$ cat src/rtl/rrp_pkg.sv
// ----------------------------------------------------------------------------
// rrp_pkg: shared definitions for the multi-bulk request parser
// Widths, protocol characters, parse phases, error codes and the structs
// that carry parser state and one result word between the modules.
// ----------------------------------------------------------------------------
package rrp_pkg;

  // Widths of the header counters and the decimal accumulator.
  localparam int COUNT_WIDTH  = 10;
  localparam int LENGTH_WIDTH = 20;
  localparam int ACC_WIDTH    = ((LENGTH_WIDTH > COUNT_WIDTH) ? LENGTH_WIDTH : COUNT_WIDTH) + 1;

  // Fixed field widths of the stream words.
  localparam int BYTE_WIDTH      = 8;
  localparam int ARG_INDEX_WIDTH = 10;
  localparam int ERR_WIDTH       = 3;

  // Stream packing.
  localparam int IN_TDATA_WIDTH  = BYTE_WIDTH;
  localparam int IN_TUSER_WIDTH  = 1;
  localparam int OUT_PAYLOAD_BITS = BYTE_WIDTH + ARG_INDEX_WIDTH;
  localparam int OUT_TDATA_WIDTH = ((OUT_PAYLOAD_BITS + 7) / 8) * 8;
  localparam int OUT_PAD_WIDTH   = OUT_TDATA_WIDTH - OUT_PAYLOAD_BITS;
  localparam int OUT_TUSER_WIDTH = 2 + ERR_WIDTH;

  // Configuration port.
  localparam int CFG_ADDR_WIDTH = 3;
  localparam int CFG_DATA_WIDTH = 32;

  // Register indexes, taken from address bit 2.
  localparam logic REG_MAX_COUNT  = 1'b0;
  localparam logic REG_MAX_LENGTH = 1'b1;

  // Saturation value of the accumulator: above any register value.
  localparam logic [ACC_WIDTH-1:0] ACC_CAP = {1'b1, {(ACC_WIDTH-1){1'b0}}};

  // Protocol characters.
  localparam logic [BYTE_WIDTH-1:0] CH_STAR   = 8'h2A;
  localparam logic [BYTE_WIDTH-1:0] CH_DOLLAR = 8'h24;
  localparam logic [BYTE_WIDTH-1:0] CH_CR     = 8'h0D;
  localparam logic [BYTE_WIDTH-1:0] CH_LF     = 8'h0A;
  localparam logic [BYTE_WIDTH-1:0] CH_ZERO   = 8'h30;
  localparam logic [BYTE_WIDTH-1:0] CH_NINE   = 8'h39;

  typedef enum logic [3:0] {
    PH_STAR,
    PH_COUNT,
    PH_COUNT_LF,
    PH_DOLLAR,
    PH_LEN,
    PH_LEN_LF,
    PH_DATA,
    PH_DATA_CR,
    PH_DATA_LF
  } phase_t;

  typedef enum logic [ERR_WIDTH-1:0] {
    ERR_NONE,
    ERR_NO_STAR,
    ERR_BAD_COUNT,
    ERR_NO_DOLLAR,
    ERR_BAD_LEN,
    ERR_BAD_TERM,
    ERR_OVER,
    ERR_ABORT
  } err_t;

  typedef struct packed {
    phase_t                  phase;
    logic [COUNT_WIDTH-1:0]  args_left;
    logic [LENGTH_WIDTH-1:0] bytes_left;
    logic [ACC_WIDTH-1:0]    accum;
    logic                    digit_seen;
    logic [COUNT_WIDTH-1:0]  cur_arg;
  } parse_state_t;

  typedef struct packed {
    logic [BYTE_WIDTH-1:0]      data;
    logic                       byte_valid;
    logic [ARG_INDEX_WIDTH-1:0] arg_index;
    logic                       arg_end;
    logic                       command_end;
    err_t                       error;
  } result_t;

  localparam parse_state_t STATE_CLEAR = '{PH_STAR, '0, '0, '0, 1'b0, '0};

endpackage

$ cat src/rtl/rrp_step.sv
// ----------------------------------------------------------------------------
// rrp_step: one parser step
// Combinational next-state and result logic for one received byte: header
// markers, decimal accumulation with saturation, limit checks, data counting
// and terminator checks.
// ----------------------------------------------------------------------------
module rrp_step (
  input  rrp_pkg::parse_state_t                 state,
  input  logic [rrp_pkg::BYTE_WIDTH-1:0]        in_byte,
  input  logic                                  abort,
  input  logic [rrp_pkg::COUNT_WIDTH-1:0]       max_count,
  input  logic [rrp_pkg::LENGTH_WIDTH-1:0]      max_length,
  output rrp_pkg::parse_state_t                 state_nxt,
  output rrp_pkg::result_t                      result
);
  import rrp_pkg::*;

  logic                   is_digit;
  logic [3:0]             digit;
  logic [ACC_WIDTH+3:0]   acc_times_ten;
  logic [ACC_WIDTH+3:0]   acc_sum;
  logic [ACC_WIDTH-1:0]   acc_sat;
  logic [COUNT_WIDTH-1:0] args_dec;
  logic [LENGTH_WIDTH-1:0] bytes_dec;
  err_t                   err;

  // Decimal digit decode and saturating accumulate (x10 as two shifts).
  assign is_digit      = (in_byte >= CH_ZERO) && (in_byte <= CH_NINE);
  assign digit         = 4'(in_byte - CH_ZERO);
  assign acc_times_ten = {1'b0, state.accum, 3'b000} + {3'b000, state.accum, 1'b0};
  assign acc_sum       = acc_times_ten + (ACC_WIDTH+4)'(digit);
  assign acc_sat       = (acc_sum > (ACC_WIDTH+4)'(ACC_CAP)) ? ACC_CAP : acc_sum[ACC_WIDTH-1:0];

  assign args_dec  = state.args_left - COUNT_WIDTH'(1);
  assign bytes_dec = state.bytes_left - LENGTH_WIDTH'(1);

  // Phase sequencing for one byte.
  always_comb begin
    state_nxt          = state;
    err                = ERR_NONE;
    result.data        = '0;
    result.byte_valid  = 1'b0;
    result.arg_index   = ARG_INDEX_WIDTH'(state.cur_arg);
    result.arg_end     = 1'b0;
    result.command_end = 1'b0;

    if (abort) begin
      err = ERR_ABORT;
    end else begin
      unique case (state.phase)
        PH_STAR: begin
          if (in_byte == CH_STAR) begin
            state_nxt.phase      = PH_COUNT;
            state_nxt.accum      = '0;
            state_nxt.digit_seen = 1'b0;
          end else begin
            err = ERR_NO_STAR;
          end
        end
        PH_COUNT: begin
          if (is_digit) begin
            state_nxt.accum      = acc_sat;
            state_nxt.digit_seen = 1'b1;
          end else if (in_byte == CH_CR) begin
            if (!state.digit_seen || (state.accum == '0)) begin
              err = ERR_BAD_COUNT;
            end else if (state.accum > ACC_WIDTH'(max_count)) begin
              err = ERR_OVER;
            end else begin
              state_nxt.phase = PH_COUNT_LF;
            end
          end else begin
            err = ERR_BAD_COUNT;
          end
        end
        PH_COUNT_LF: begin
          if (in_byte == CH_LF) begin
            state_nxt.args_left = state.accum[COUNT_WIDTH-1:0];
            state_nxt.cur_arg   = '0;
            state_nxt.phase     = PH_DOLLAR;
          end else begin
            err = ERR_BAD_TERM;
          end
        end
        PH_DOLLAR: begin
          if (in_byte == CH_DOLLAR) begin
            state_nxt.phase      = PH_LEN;
            state_nxt.accum      = '0;
            state_nxt.digit_seen = 1'b0;
          end else begin
            err = ERR_NO_DOLLAR;
          end
        end
        PH_LEN: begin
          if (is_digit) begin
            state_nxt.accum      = acc_sat;
            state_nxt.digit_seen = 1'b1;
          end else if (in_byte == CH_CR) begin
            if (!state.digit_seen) begin
              err = ERR_BAD_LEN;
            end else if (state.accum > ACC_WIDTH'(max_length)) begin
              err = ERR_OVER;
            end else begin
              state_nxt.phase = PH_LEN_LF;
            end
          end else begin
            err = ERR_BAD_LEN;
          end
        end
        PH_LEN_LF: begin
          if (in_byte == CH_LF) begin
            state_nxt.bytes_left = state.accum[LENGTH_WIDTH-1:0];
            // An empty argument goes straight to its terminator.
            state_nxt.phase = (state.accum[LENGTH_WIDTH-1:0] == '0) ? PH_DATA_CR : PH_DATA;
          end else begin
            err = ERR_BAD_TERM;
          end
        end
        PH_DATA: begin
          result.data          = in_byte;
          result.byte_valid    = 1'b1;
          state_nxt.bytes_left = bytes_dec;
          if (bytes_dec == '0) begin
            state_nxt.phase = PH_DATA_CR;
          end
        end
        PH_DATA_CR: begin
          if (in_byte == CH_CR) begin
            state_nxt.phase = PH_DATA_LF;
          end else begin
            err = ERR_BAD_TERM;
          end
        end
        PH_DATA_LF: begin
          if (in_byte == CH_LF) begin
            result.arg_end = 1'b1;
            if (args_dec == '0) begin
              result.command_end = 1'b1;
              state_nxt          = STATE_CLEAR;
            end else begin
              state_nxt.args_left = args_dec;
              state_nxt.cur_arg   = state.cur_arg + COUNT_WIDTH'(1);
              state_nxt.phase     = PH_DOLLAR;
            end
          end else begin
            err = ERR_BAD_TERM;
          end
        end
        default: begin
          state_nxt = STATE_CLEAR;
        end
      endcase
    end

    // Any error drops the partial request.
    if (err != ERR_NONE) begin
      state_nxt = STATE_CLEAR;
    end
    result.error = err;
  end

endmodule

$ cat src/rtl/resp_request_parser.sv
// ----------------------------------------------------------------------------
// resp_request_parser: multi-bulk request parser
// Takes the request byte stream one word per cycle while the result word
// is not stalled, and emits one result word per input word: data bytes
// tagged with their argument index, end flags and a dense error code.
// ----------------------------------------------------------------------------
// Each input word gives exactly one output word, in the cycle after it is
// accepted. The parser takes one word every cycle unless the output word is
// stalled: the whole per-byte state update (phase, decimal accumulate, limit
// compare, counters) is combinational, and the output register takes a new
// word as the old one drains: in_tready drops only when it is stalled.
// There are no memories and no clearing pass; the parser expects '*' right
// after reset. On an error or an abort the word carries a nonzero error code
// and the parser restarts at the next '*'. Limit registers sit at byte
// address 0 (max argument count) and 4 (max argument length), reset to all
// ones, and should be written only while the stream is idle.
module resp_request_parser (
  input  logic                                 clk,
  input  logic                                 rst_n,

  // Input stream.
  input  logic                                 in_tvalid,
  output logic                                 in_tready,
  input  logic [rrp_pkg::IN_TDATA_WIDTH-1:0]   in_tdata,   // [7:0] in_byte
  input  logic [rrp_pkg::IN_TUSER_WIDTH-1:0]   in_tuser,   // [0] abort

  // Result stream.
  output logic                                 out_tvalid,
  input  logic                                 out_tready,
  output logic [rrp_pkg::OUT_TDATA_WIDTH-1:0]  out_tdata,  // [7:0] out_byte,
                                                           // [17:8] arg_index, rest 0
  output logic [rrp_pkg::OUT_TUSER_WIDTH-1:0]  out_tuser,  // [0] byte_valid,
                                                           // [1] arg_end, [4:2] error_code
  output logic                                 out_tlast,  // command_end

  // Configuration port.
  input  logic                                 cfg_psel,
  input  logic                                 cfg_penable,
  input  logic                                 cfg_pwrite,
  input  logic [rrp_pkg::CFG_ADDR_WIDTH-1:0]   cfg_paddr,
  input  logic [rrp_pkg::CFG_DATA_WIDTH-1:0]   cfg_pwdata,
  output logic [rrp_pkg::CFG_DATA_WIDTH-1:0]   cfg_prdata,
  output logic                                 cfg_pready
);
  import rrp_pkg::*;

  parse_state_t            state_r;
  parse_state_t            state_nxt;
  result_t                 res_r;
  result_t                 res_nxt;
  logic                    out_valid_r;
  logic [COUNT_WIDTH-1:0]  max_count_r;
  logic [LENGTH_WIDTH-1:0] max_length_r;
  logic                    in_fire;
  logic                    cfg_write;
  logic                    reg_sel;

  // Configuration registers: write on the access phase.
  assign cfg_pready = 1'b1;
  assign cfg_write  = cfg_psel && cfg_penable && cfg_pwrite && cfg_pready;
  assign reg_sel    = cfg_paddr[2];

  always_ff @(posedge clk) begin
    if (!rst_n) begin
      max_count_r  <= '1;
      max_length_r <= '1;
    end else if (cfg_write) begin
      if (reg_sel == REG_MAX_COUNT) begin
        max_count_r <= cfg_pwdata[COUNT_WIDTH-1:0];
      end else begin
        max_length_r <= cfg_pwdata[LENGTH_WIDTH-1:0];
      end
    end
  end

  // Register read-back.
  always_comb begin
    if (reg_sel == REG_MAX_COUNT) begin
      cfg_prdata = CFG_DATA_WIDTH'(max_count_r);
    end else begin
      cfg_prdata = CFG_DATA_WIDTH'(max_length_r);
    end
  end

  // Per-byte parser step.
  rrp_step u_step (
    .state      (state_r),
    .in_byte    (in_tdata[BYTE_WIDTH-1:0]),
    .abort      (in_tuser[0]),
    .max_count  (max_count_r),
    .max_length (max_length_r),
    .state_nxt  (state_nxt),
    .result     (res_nxt)
  );

  // Accept whenever the output register is empty or being drained.
  assign in_tready = !out_valid_r || out_tready;
  assign in_fire   = in_tvalid && in_tready;

  always_ff @(posedge clk) begin
    if (!rst_n) begin
      state_r     <= STATE_CLEAR;
      out_valid_r <= 1'b0;
    end else begin
      if (in_fire) begin
        state_r <= state_nxt;
      end
      if (in_fire) begin
        out_valid_r <= 1'b1;
      end else if (out_tready) begin
        out_valid_r <= 1'b0;
      end
    end
  end

  // Result payload register.
  always_ff @(posedge clk) begin
    if (in_fire) begin
      res_r <= res_nxt;
    end
  end

  // Output packing.
  assign out_tvalid = out_valid_r;
  assign out_tdata  = {{OUT_PAD_WIDTH{1'b0}}, res_r.arg_index, res_r.data};
  assign out_tuser  = {res_r.error, res_r.arg_end, res_r.byte_valid};
  assign out_tlast  = res_r.command_end;

`ifndef NO_ASSERTIONS
  // The end of a command is always also the end of an argument.
  a_cmd_end_has_arg_end: assert property (
    @(posedge clk) disable iff (!rst_n)
    (out_tvalid && out_tlast) |-> res_r.arg_end
  ) else $error("command_end without arg_end");

  // An errored word carries neither data nor end flags.
  a_error_is_bare: assert property (
    @(posedge clk) disable iff (!rst_n)
    (out_tvalid && (res_r.error != ERR_NONE)) |->
      (!res_r.byte_valid && !res_r.arg_end && !res_r.command_end)
  ) else $error("error word carries data or end flags");

  // An error restarts the parser at the star marker.
  a_error_restarts: assert property (
    @(posedge clk) disable iff (!rst_n)
    (in_fire && (res_nxt.error != ERR_NONE)) |=>
      ((state_r.phase == PH_STAR) && (state_r.cur_arg == '0))
  ) else $error("parser did not restart after an error");

  // A stalled result word blocks the input side.
  a_stall_blocks_input: assert property (
    @(posedge clk) disable iff (!rst_n)
    (out_tvalid && !out_tready) |-> !in_tready
  ) else $error("input accepted while result word stalled");

  // Argument data is only produced inside a request.
  a_data_in_request: assert property (
    @(posedge clk) disable iff (!rst_n)
    (in_fire && res_nxt.byte_valid) |-> (state_r.args_left != '0)
  ) else $error("data byte outside a request");
`endif

endmodule

$ cat config.mk
export PLATFORM = sky130hd
export DESIGN_NAME = resp_request_parser
export DESIGN_NICKNAME = d
export VERILOG_FILES = /design/src/rtl/rrp_pkg.sv /design/src/rtl/rrp_step.sv /design/src/rtl/resp_request_parser.sv
export SDC_FILE = /design/constraint.sdc
export NUM_CORES = 1
export LEC_CHECK = 0
export ABC_CLOCK_PERIOD_IN_PS = 7050
export BUFFER_PORTS_ARGS = -buffer_cell sky130_fd_sc_hd__buf_2
export CORE_MARGIN = 2
export CORE_UTILIZATION = 50
export DETAILED_ROUTE_END_ITERATION = 16
export PLACE_DENSITY = 0.71
export RECOVER_POWER = 25
export SYNTH_ARGS = -nofsm -noshare
export SYNTH_HDL_FRONTEND = slang
export SYNTH_SLANG_ARGS = --single-unit
$ cat constraint.sdc
create_clock -name clk -period 7.05 [get_ports clk]
set_clock_uncertainty 0.1 [all_clocks]
set_input_delay 1.0575 -clock clk [delete_from_list [all_inputs] [get_ports clk]]
set_output_delay 1.0575 -clock clk [all_outputs]
set_load 0.05 [all_outputs]
==> run metrics, run 1 <==
run status finished, violations left; failing checks capacitance limit, slew limit; core box area 0.0160 mm2; count of buffers inserted at the top-level ports 82; # IOs 116; predominant post-synthesis flop cell sky130_fd_sc_hd__dfxtp_1; count of endpoints failing setup in the final report 0; RD Place Congestion 0.902; worst-case vdd ir drop 0.210 mV; Critical Path Max Stage Delay 760 ps; setup repair after global routing missed its margin false; Slew Limit Fails 39; critical path type input pin to register; post-synth top area cell sky130_fd_sc_hd__dfxtp_1; largest fanout on the critical path 20; Hold Fails Final Rpt 0; number of standard-cell rows in the floorplan 46; post-route fraction of the period consumed by the critical path 63.0%; total of warnings raised by yosys 0; maximum number of pins on one net before global-route repair 41; maximum clock rate 225 MHz; fill count 1,523; count of hold-fix buffers inserted at cts 0; total clock buffers created by CTS 17; layout cell share with drive strength beyond 1 11.1%; area share of the largest cell type after synthesis 23.5%; DRC Markers 0; die extent in x 133 um; wire length of the first global-routing pass 34.0 mm; share of synthesized area occupied by flip-flops and latches 32.2%; routed wire length per instance 16.7 um; Hold Path Class register to register; residual overflow from global routing 0; number of antenna cells inserted 0; commonest cells in the synthesized netlist sky130_fd_sc_hd__dfxtp_1 (97), sky130_fd_sc_hd__nand2_1 (97), sky130_fd_sc_hd__ha_1 (76); Area Overhead vs Synth 11.9%; via count of the routed design 7,488; clock latency reported for the late side of the worst-skew pair 420 ps; reported max-cap violation count 1; vias per std cell 6.02; Avg Synthesized Cell Area 8.60 um2; DP HPWL 14.8 mm; clock tree from TritonCTS built; post-synthesis cell type count 84; critical path buffer and inverter count 2; post-route worst hold slack 357 ps; setup bufs post-CTS 0; First-pass DRT Iterations 5; maximum clock path buffer count 2; critical path capture point type register; Die ar. 0.0176 mm2; endpoint arrival time on the critical path 4670 ps; # H-tree levels 4; ANT nets after route 0; top cell family by delay on the critical path compound AO/OA/AOI/OAI gates; GRT Overall Usage 23.7%; routed wire length 20.8 mm; clock sink total 121; Total Negative Setup Slacks 0 ps; minimum clock period after layout 4440 ps; Starting Density 51.6%; Worst Max-Slew Pin Slew 1870 ps; post-cts sizing count 0; cell area power density 190 mW/mm2; max-slew headroom at the worst pin -24.6%; cell-by-cell listing of the critical path buf_2 -> fa_1 -> inv_1 -> fa_1 -> nor2b_1 -> o2111ai_1 -> a21oi_1 -> o31a_1 -> a31oi_1 -> xor2_1 -> nand4_1 -> o2bb2ai_1; Worst-path clk slew 50 ps; share of flip-flops with an asynchronous set or reset after synthesis 0%; vias in the first global route 6,890; vertical extent of the die 133 um; Worst setup SP type input pin; nets 1,144; Synth Register Bits 121; first-iteration detailed-routing DRC count 515; Slowest cell on crit path sky130_fd_sc_hd__nand4_1; count of flip-flops with a built-in enable after synthesis 24; clock root buffer sky130_fd_sc_hd__clkbuf_16; required time of the worst setup path 7280 ps; Cells after Synth 961; static leakage 4.06 nW; CP most frequent cell sky130_fd_sc_hd__fa_1; biggest area contributors in the synthesized netlist sky130_fd_sc_hd__dfxtp_1 (24%), sky130_fd_sc_hd__ha_1 (12%), sky130_fd_sc_hd__edfxtp_1 (8.7%); Post-Syn Area 0.00826 mm2; number of antenna violations at the first check in global routing 0
[state kept, by name (all words and copies together), names as in the netlist]
signal / cells
out_tlast: 1
out_tdata: 18
max_count_r: 10
state_r: 66
out_tvalid: 1
max_length_r: 20
out_tuser: 5
[worst reg2reg max path, delay by kind of cell, from the launching register on]
kind,cells,cell delay (ps)
AO/OA/AOI/OAI,6,2220
adder cells (fa/ha/maj),1,330
AND/OR/NAND/NOR,2,840
flip-flops,1,590
[kinds of logic (layout without fill, tap and decap cells)]
| family | after synthesis | count (layout) | share of synthesized area (%) |
|---|---|---|---|
| adder cells (fa/ha/maj) | 78 | 78 | 12.0 |
| other | 2 | 19 | 0.0909 |
| flip-flops | 121 | 121 | 32.2 |
| buffers and inverters | 124 | 174 | 6.90 |
| AND/OR/NAND/NOR | 313 | 313 | 20.7 |
| AO/OA/AOI/OAI | 279 | 279 | 23.4 |
| multiplexers | 3 | 3 | 0.379 |
| XOR/XNOR | 41 | 41 | 4.35 |
[report_power, final]
part | internal (mW) | switching, mW
Clock | 0.566 | 0.312
Sequential | 0.719 | 0.00414
Combinational | 0.0311 | 0.128
[path summary, 6_finish.rpt]
kind	cells after the start	startpoint	to	slack, ps
max	12	in_tdata[3]	state_r[20]	2610
min	0	state_r[9]	out_tdata[17]	360
max reg2reg	9	state_r[17]	state_r[31]	2920
min reg2reg	0	state_r[9]	out_tdata[17]	360
[through the flow]
stage          instance area, um2  utilization, %  cells  setup WS [ps]  power (mW)
2_1_floorplan                8330               -    978           3270       0.867
3_3_place_gp                 8680            54.3   1212           2180       0.897
3_5_place_dp                 8680            54.3   1212           2200       0.898
4_1_cts                      9280            58.0   1244           2610        1.77
5_1_grt                      9250            57.8   1244           2270        1.81
6_report                     9250            57.8   1244           2610        1.76
[per-layer routing]
metal,routed length [um],global-route usage [%]
met1,9340,30.4
met2,9720,38.9
met3,1230,4.90
met4,542,10.2
met5,0,0
[layout make-up]
type | count | area [um2] | area share, %
Inverter | 55 | 206 | 2.23
Tap cell | 216 | 270 | 2.92
Timing Repair Buffer | 87 | 414 | 4.48
Clock inverter | 6 | 86.3 | 0.934
Multi-Input combinational cell | 733 | 5100 | 55.1
Clock buffer | 26 | 509 | 5.51
Sequential cell | 121 | 2660 | 28.8
[placed cells by master (no fill, tap or decap), types with 6 or more instances in the layout]
cell	instances
sky130_fd_sc_hd__nand2_1	97
sky130_fd_sc_hd__dfxtp_1	97
sky130_fd_sc_hd__ha_1	76
sky130_fd_sc_hd__o21ai_0	60
sky130_fd_sc_hd__buf_2	58
sky130_fd_sc_hd__inv_1	53
sky130_fd_sc_hd__nor2_1	47
sky130_fd_sc_hd__a21oi_1	45
sky130_fd_sc_hd__o211ai_1	35
sky130_fd_sc_hd__o2bb2ai_1	33
sky130_fd_sc_hd__clkbuf_1	29
sky130_fd_sc_hd__edfxtp_1	24
sky130_fd_sc_hd__nor3_1	23
sky130_fd_sc_hd__nand4_1	23
sky130_fd_sc_hd__xnor2_1	21
sky130_fd_sc_hd__xor2_1	20
sky130_fd_sc_hd__conb_1	19
sky130_fd_sc_hd__nand3_1	18
sky130_fd_sc_hd__clkbuf_16	17
sky130_fd_sc_hd__a22oi_1	13
sky130_fd_sc_hd__a21o_1	12
sky130_fd_sc_hd__a211oi_1	12
sky130_fd_sc_hd__and2_1	12
sky130_fd_sc_hd__and3_1	10
sky130_fd_sc_hd__or3_1	10
sky130_fd_sc_hd__nor4_1	9
sky130_fd_sc_hd__or4_1	9
sky130_fd_sc_hd__o31ai_1	9
sky130_fd_sc_hd__a22o_1	7
sky130_fd_sc_hd__nand2b_1	6
sky130_fd_sc_hd__nor4b_1	6
sky130_fd_sc_hd__a31oi_1	6
sky130_fd_sc_hd__and4_1	6
(Power assumes the default switching activity.)
==> run 2, diff against run 1 <==
Settings changed: ABC_CLOCK_PERIOD_IN_PS 7050 to 4100.
Clock period 7.05 ns to 4.1 ns, I/O delays scaled along.
==> run 2 against run 1 <==
  * The run now ends clean
  * Setup slack got worse by 2100 ps
  * Critical path type is now register to register
  * Global-route usage rose by 0.85 points
  * Worst hold slack got worse by 45 ps
  * Clock power rose by 85%
  * Sequential share of layout area fell by 0.60 points
  * Sequential power grew 72%
==> run metrics, run 2 (same netlist as run 1, synthesis figures left out) <==
Total Negative Setup Slacks 0 ps; # IOs 116; ANT nets after route 0; critical path type register to register; Worst Max-Slew Pin Slew 1230 ps; instance area at placement 0.00883 mm2; count of hold-fix buffers inserted at cts 0; wire length of the first global-routing pass 35.2 mm; routed wire length per instance 16.8 um; setup bufs post-CTS 0; Worst-path clk slew 60 ps; Worst setup SP type register; maximum clock rate 282 MHz; via count of the routed design 7,503; Hold Fails Final Rpt 0; static leakage 4.22 nW; post-route worst hold slack 311 ps; clock latency reported for the late side of the worst-skew pair 430 ps; DRC Markers 0; worst-case vdd ir drop 0.281 mV; clock tree from TritonCTS built; most frequent cells in the layout sky130_fd_sc_hd__nand2_1 (97), sky130_fd_sc_hd__dfxtp_1 (97), sky130_fd_sc_hd__buf_2 (79), sky130_fd_sc_hd__ha_1 (76), sky130_fd_sc_hd__o21ai_0 (60); Hold Path Class input pin to register; max-slew headroom at the worst pin 18.0%; count of endpoints failing setup in the final report 0; Die ar. 0.0176 mm2; residual overflow from global routing 0; vertical extent of the die 133 um; cell area power density 334 mW/mm2; reported max-cap violation count 0; post-route standard cell area excluding fillers 0.00944 mm2; First-pass DRT Iterations 5; required time of the worst setup path 4330 ps; DP HPWL 15.1 mm; setup repair after global routing missed its margin false; total clock buffers created by CTS 17; number of antenna violations at the first check in global routing 0; first-iteration detailed-routing DRC count 617; register ranked first by flip-flop count state_r; die extent in x 133 um; # H-tree levels 4; Starting Density 51.6%; number of antenna cells inserted 0; routed wire length 21.2 mm; GRT Overall Usage 24.6%; number of standard-cell rows in the floorplan 46; maximum clock path buffer count 2; vias in the first global route 6,976; count of buffers inserted at the top-level ports 82; endpoint arrival time on the critical path 3780 ps; run status finished clean; layout cell share with drive strength beyond 1 14.0%; clock sink total 121; count of placed standard cells including taps 1,228; Area Overhead vs Synth 14.2%; core box area 0.0160 mm2; minimum clock period after layout 3550 ps; nets 1,160; max FFs per register 66; post-route fraction of the period consumed by the critical path 86.6%; maximum number of pins on one net before global-route repair 31; clock root buffer sky130_fd_sc_hd__clkbuf_16; largest fanout on the critical path 27; Slew Limit Fails 0; post-cts sizing count 0; vias per std cell 5.95; RD Place Congestion 0.927; filler-free cell count of the finished design 1,260; critical path capture point type register
run 2: cell types whose count changed in the layout (fill, tap and decap cells not counted):
cell,previous run,this run
sky130_fd_sc_hd__clkbuf_1,29,13
sky130_fd_sc_hd__clkbuf_8,5,1
sky130_fd_sc_hd__clkinvlp_4,1,0
sky130_fd_sc_hd__bufinv_16,2,5
sky130_fd_sc_hd__buf_2,58,79
sky130_fd_sc_hd__buf_12,0,2
sky130_fd_sc_hd__buf_4,4,15
run 2: area by class of cell:
type / count / area [um2]
Fill cell: 1482 / 6560
Timing Repair Buffer: 103 / 574
Inverter: 55 / 206
Multi-Input combinational cell: 733 / 5100
Clock buffer: 24 / 462
Clock inverter: 8 / 169
Sequential cell: 121 / 2660
Tap cell: 216 / 270
run 2: worst max-delay path: stages (launching register included):
cell	delay [ps]
sky130_fd_sc_hd__dfxtp_1	400
sky130_fd_sc_hd__ha_1	340
sky130_fd_sc_hd__nand4_1	160
sky130_fd_sc_hd__nor4_1	550
sky130_fd_sc_hd__o21ai_0	260
sky130_fd_sc_hd__and2_1	220
sky130_fd_sc_hd__o2111a_1	260
sky130_fd_sc_hd__and3_1	180
sky130_fd_sc_hd__buf_4	200
sky130_fd_sc_hd__or4_1	520
sky130_fd_sc_hd__a211oi_1	250
run 2: where the power goes:
group	internal (mW)	switching, mW	leakage [nW]
Combinational	0.0595	0.222	2.89
Clock	1.09	0.533	0.306
Sequential	1.24	0.00658	1.02
Total	2.39	0.761	4.22
run 2: through the flow:
step           utilization [%]  power, mW  setup slack [ps]
2_1_floorplan                -       1.49               758
3_3_place_gp              55.2       1.55               364
3_5_place_dp              55.2       1.55               328
4_1_cts                   59.1       3.17               620
5_1_grt                   59.0       3.24               255
6_report                  59.0       3.15               550
run 2: worst paths after layout:
path | startpoint | end | slack [ps] | cells past startpoint
setup / recovery | state_r[27] | state_r[6] | 550 | 10
hold reg to reg | state_r[9] | out_tdata[17] | 350 | 0
setup reg to reg | state_r[27] | state_r[6] | 550 | 10
hold / removal | cfg_pwdata[13] | max_length_r[13] | 310 | 3
run 2: layer usage:
metal	wire [um]	global-route usage (%)	part of all wire [%]
met5	0	0	0
met4	501	9.14	2.4
met3	965	4.44	4.6
met2	9930	40.5	47
met1	9800	32.2	46
==> run 3, diff against run 2 <==
==> constraint.sdc (replaced) <==
create_clock -name clk -period 4.1 [get_ports clk]
set_clock_uncertainty 0.1 [all_clocks]
set_input_delay 0.205 -clock clk [delete_from_list [all_inputs] [get_ports clk]]
set_output_delay 0.205 -clock clk [all_outputs]
set_load 0.05 [all_outputs]
==> run 3 against run 2 <==
  * Critical endpoint is now state_r[65]
  * Worst hold slack worse by 290 ps
  * Setup slack worse by 63 ps
  * Die area is the same
  * Critical path depth stayed put
  * Via count is 0.75% higher
  * Critical path type unchanged
  * Combinational power up 5%
  * Total power fell by 4.4%
  * Cell area increased by 1.4%
==> run metrics, run 3 (same netlist as run 1, synthesis figures left out) <==
run status finished clean; required time of the worst setup path 4350 ps; Worst setup SP type register; routed wire length per instance 16.6 um; post-route standard cell area excluding fillers 0.00957 mm2; number of standard-cell rows in the floorplan 46; cell-by-cell listing of the critical path inv_1 -> ha_1 -> nor4b_2 -> nand4_1 -> or2_2 -> or3_1 -> a221oi_1 -> o211a_1 -> nand2_1 -> o22ai_1; Critical Path Max Stage Delay 590 ps; Worst Max-Slew Pin Slew 841 ps; vias in the first global route 7,025; number of antenna cells inserted 0; critical path type register to register; instance area at placement 0.00881 mm2; critical path capture point type register; residual overflow from global routing 0; clock tree from TritonCTS built; reported max-cap violation count 0; clock sink total 121; wire length of the first global-routing pass 35.1 mm; Hold Fails Final Rpt 0; via count of the routed design 7,559; Slowest cell on crit path sky130_fd_sc_hd__nor4b_2; static leakage 4.21 nW; Power, Total 3.01 mW; layout cell share with drive strength beyond 1 11.4%; post-route worst hold slack 21.9 ps; routed wire length 21.3 mm; Die ar. 0.0176 mm2; most frequent cells in the layout sky130_fd_sc_hd__nand2_1 (97), sky130_fd_sc_hd__dfxtp_1 (97), sky130_fd_sc_hd__ha_1 (76), sky130_fd_sc_hd__o21ai_0 (60), sky130_fd_sc_hd__inv_1 (53); worst-case vdd ir drop 0.249 mV; # IOs 116; setup repair after global routing missed its margin false; DP HPWL 15.0 mm; Hold Path Class input pin to register; largest fanout on the critical path 9; RD Place Congestion 0.915; first-iteration detailed-routing DRC count 667; DRC Markers 0; count of buffers inserted at the top-level ports 82; cell area power density 314 mW/mm2; minimum clock period after layout 3610 ps; First-pass DRT Iterations 5; core box area 0.0160 mm2; GRT Overall Usage 24.4%; post-cts sizing count 0; Total Negative Setup Slacks 0 ps; ANT nets after route 0; vertical extent of the die 133 um; total clock buffers created by CTS 17; # H-tree levels 4; maximum clock path buffer count 2; endpoint arrival time on the critical path 3860 ps; clock root buffer sky130_fd_sc_hd__clkbuf_16; Starting Density 51.6%; vias per std cell 5.90; Area Overhead vs Synth 15.9%; nets 1,182; max FFs per register 66; post-route fraction of the period consumed by the critical path 88.1%; number of antenna violations at the first check in global routing 0; die extent in x 133 um; maximum clock rate 277 MHz; Worst-path clk slew 50 ps; count of endpoints failing setup in the final report 0; register ranked first by flip-flop count state_r; maximum number of pins on one net before global-route repair 38; max-slew headroom at the worst pin 43.9%; clock latency reported for the late side of the worst-skew pair 420 ps; Slew Limit Fails 0
## run 3: changes by cell type in the layout (fill, tap and decap cells not counted), sizes merged
cell         before  now
dlygate4sd3       0   23
clkinvlp          0    2
bufinv            5    2
buf              96   70
clkbuf           31   56
clkinv            5    6
## run 3: layout make-up
class / instances / area, um2
Fill cell: 1489 / 6430
Sequential cell: 121 / 2660
Clock buffer: 24 / 482
Inverter: 55 / 206
Timing Repair Buffer: 125 / 761
Multi-Input combinational cell: 733 / 5100
Tap cell: 216 / 270
Clock inverter: 8 / 95.1
## run 3: layer usage
metal | vias up | part of all wire, % | GRT usage (%) | wire, um
li1 | 3744 | - | - | -
met1 | 3564 | 46 | 32.4 | 9820
met2 | 218 | 47 | 40.4 | 10100
met3 | 33 | 4.7 | 4.06 | 995
met4 | 0 | 1.8 | 8.30 | 388
met5 | - | 0 | 0 | 0
## run 3: timing repair
item | CTS | global route
hold buffers | 23 | 0
buffers inserted | 0 | 0
endpoints found under the hold margin | 33 | 0
## run 3: worst max-delay path: cells and delay by family (launching register included)
family | cells | cell delay, ps
simple gates | 5 | 1720
fa+ha+maj | 1 | 330
flops | 1 | 390
buf+inv | 1 | 110
compound gates | 3 | 890
## run 3: stage by stage
stage	utilization, %	setup WS [ps]	cells
floorplan	-	1040	978
global placement	55.1	592	1227
detailed placement	55.1	576	1227
CTS	60.1	518	1282
global route	59.8	205	1282
finish	59.8	487	1282
## run 3: report_power, final
group / switching [mW] / internal (mW)
sequential: 0.00710 / 1.24
clock: 0.534 / 0.937
combinational: 0.225 / 0.0716
## run 3: final timing paths
check,from,endpoint,slack (ps),depth (start not counted)
setup / recovery,state_r[32],state_r[65],490,10
hold / removal,in_tdata[7],out_tdata[7],20,2
hold reg to reg,state_r[10],state_r[10],350,1
setup reg to reg,state_r[32],state_r[65],490,10
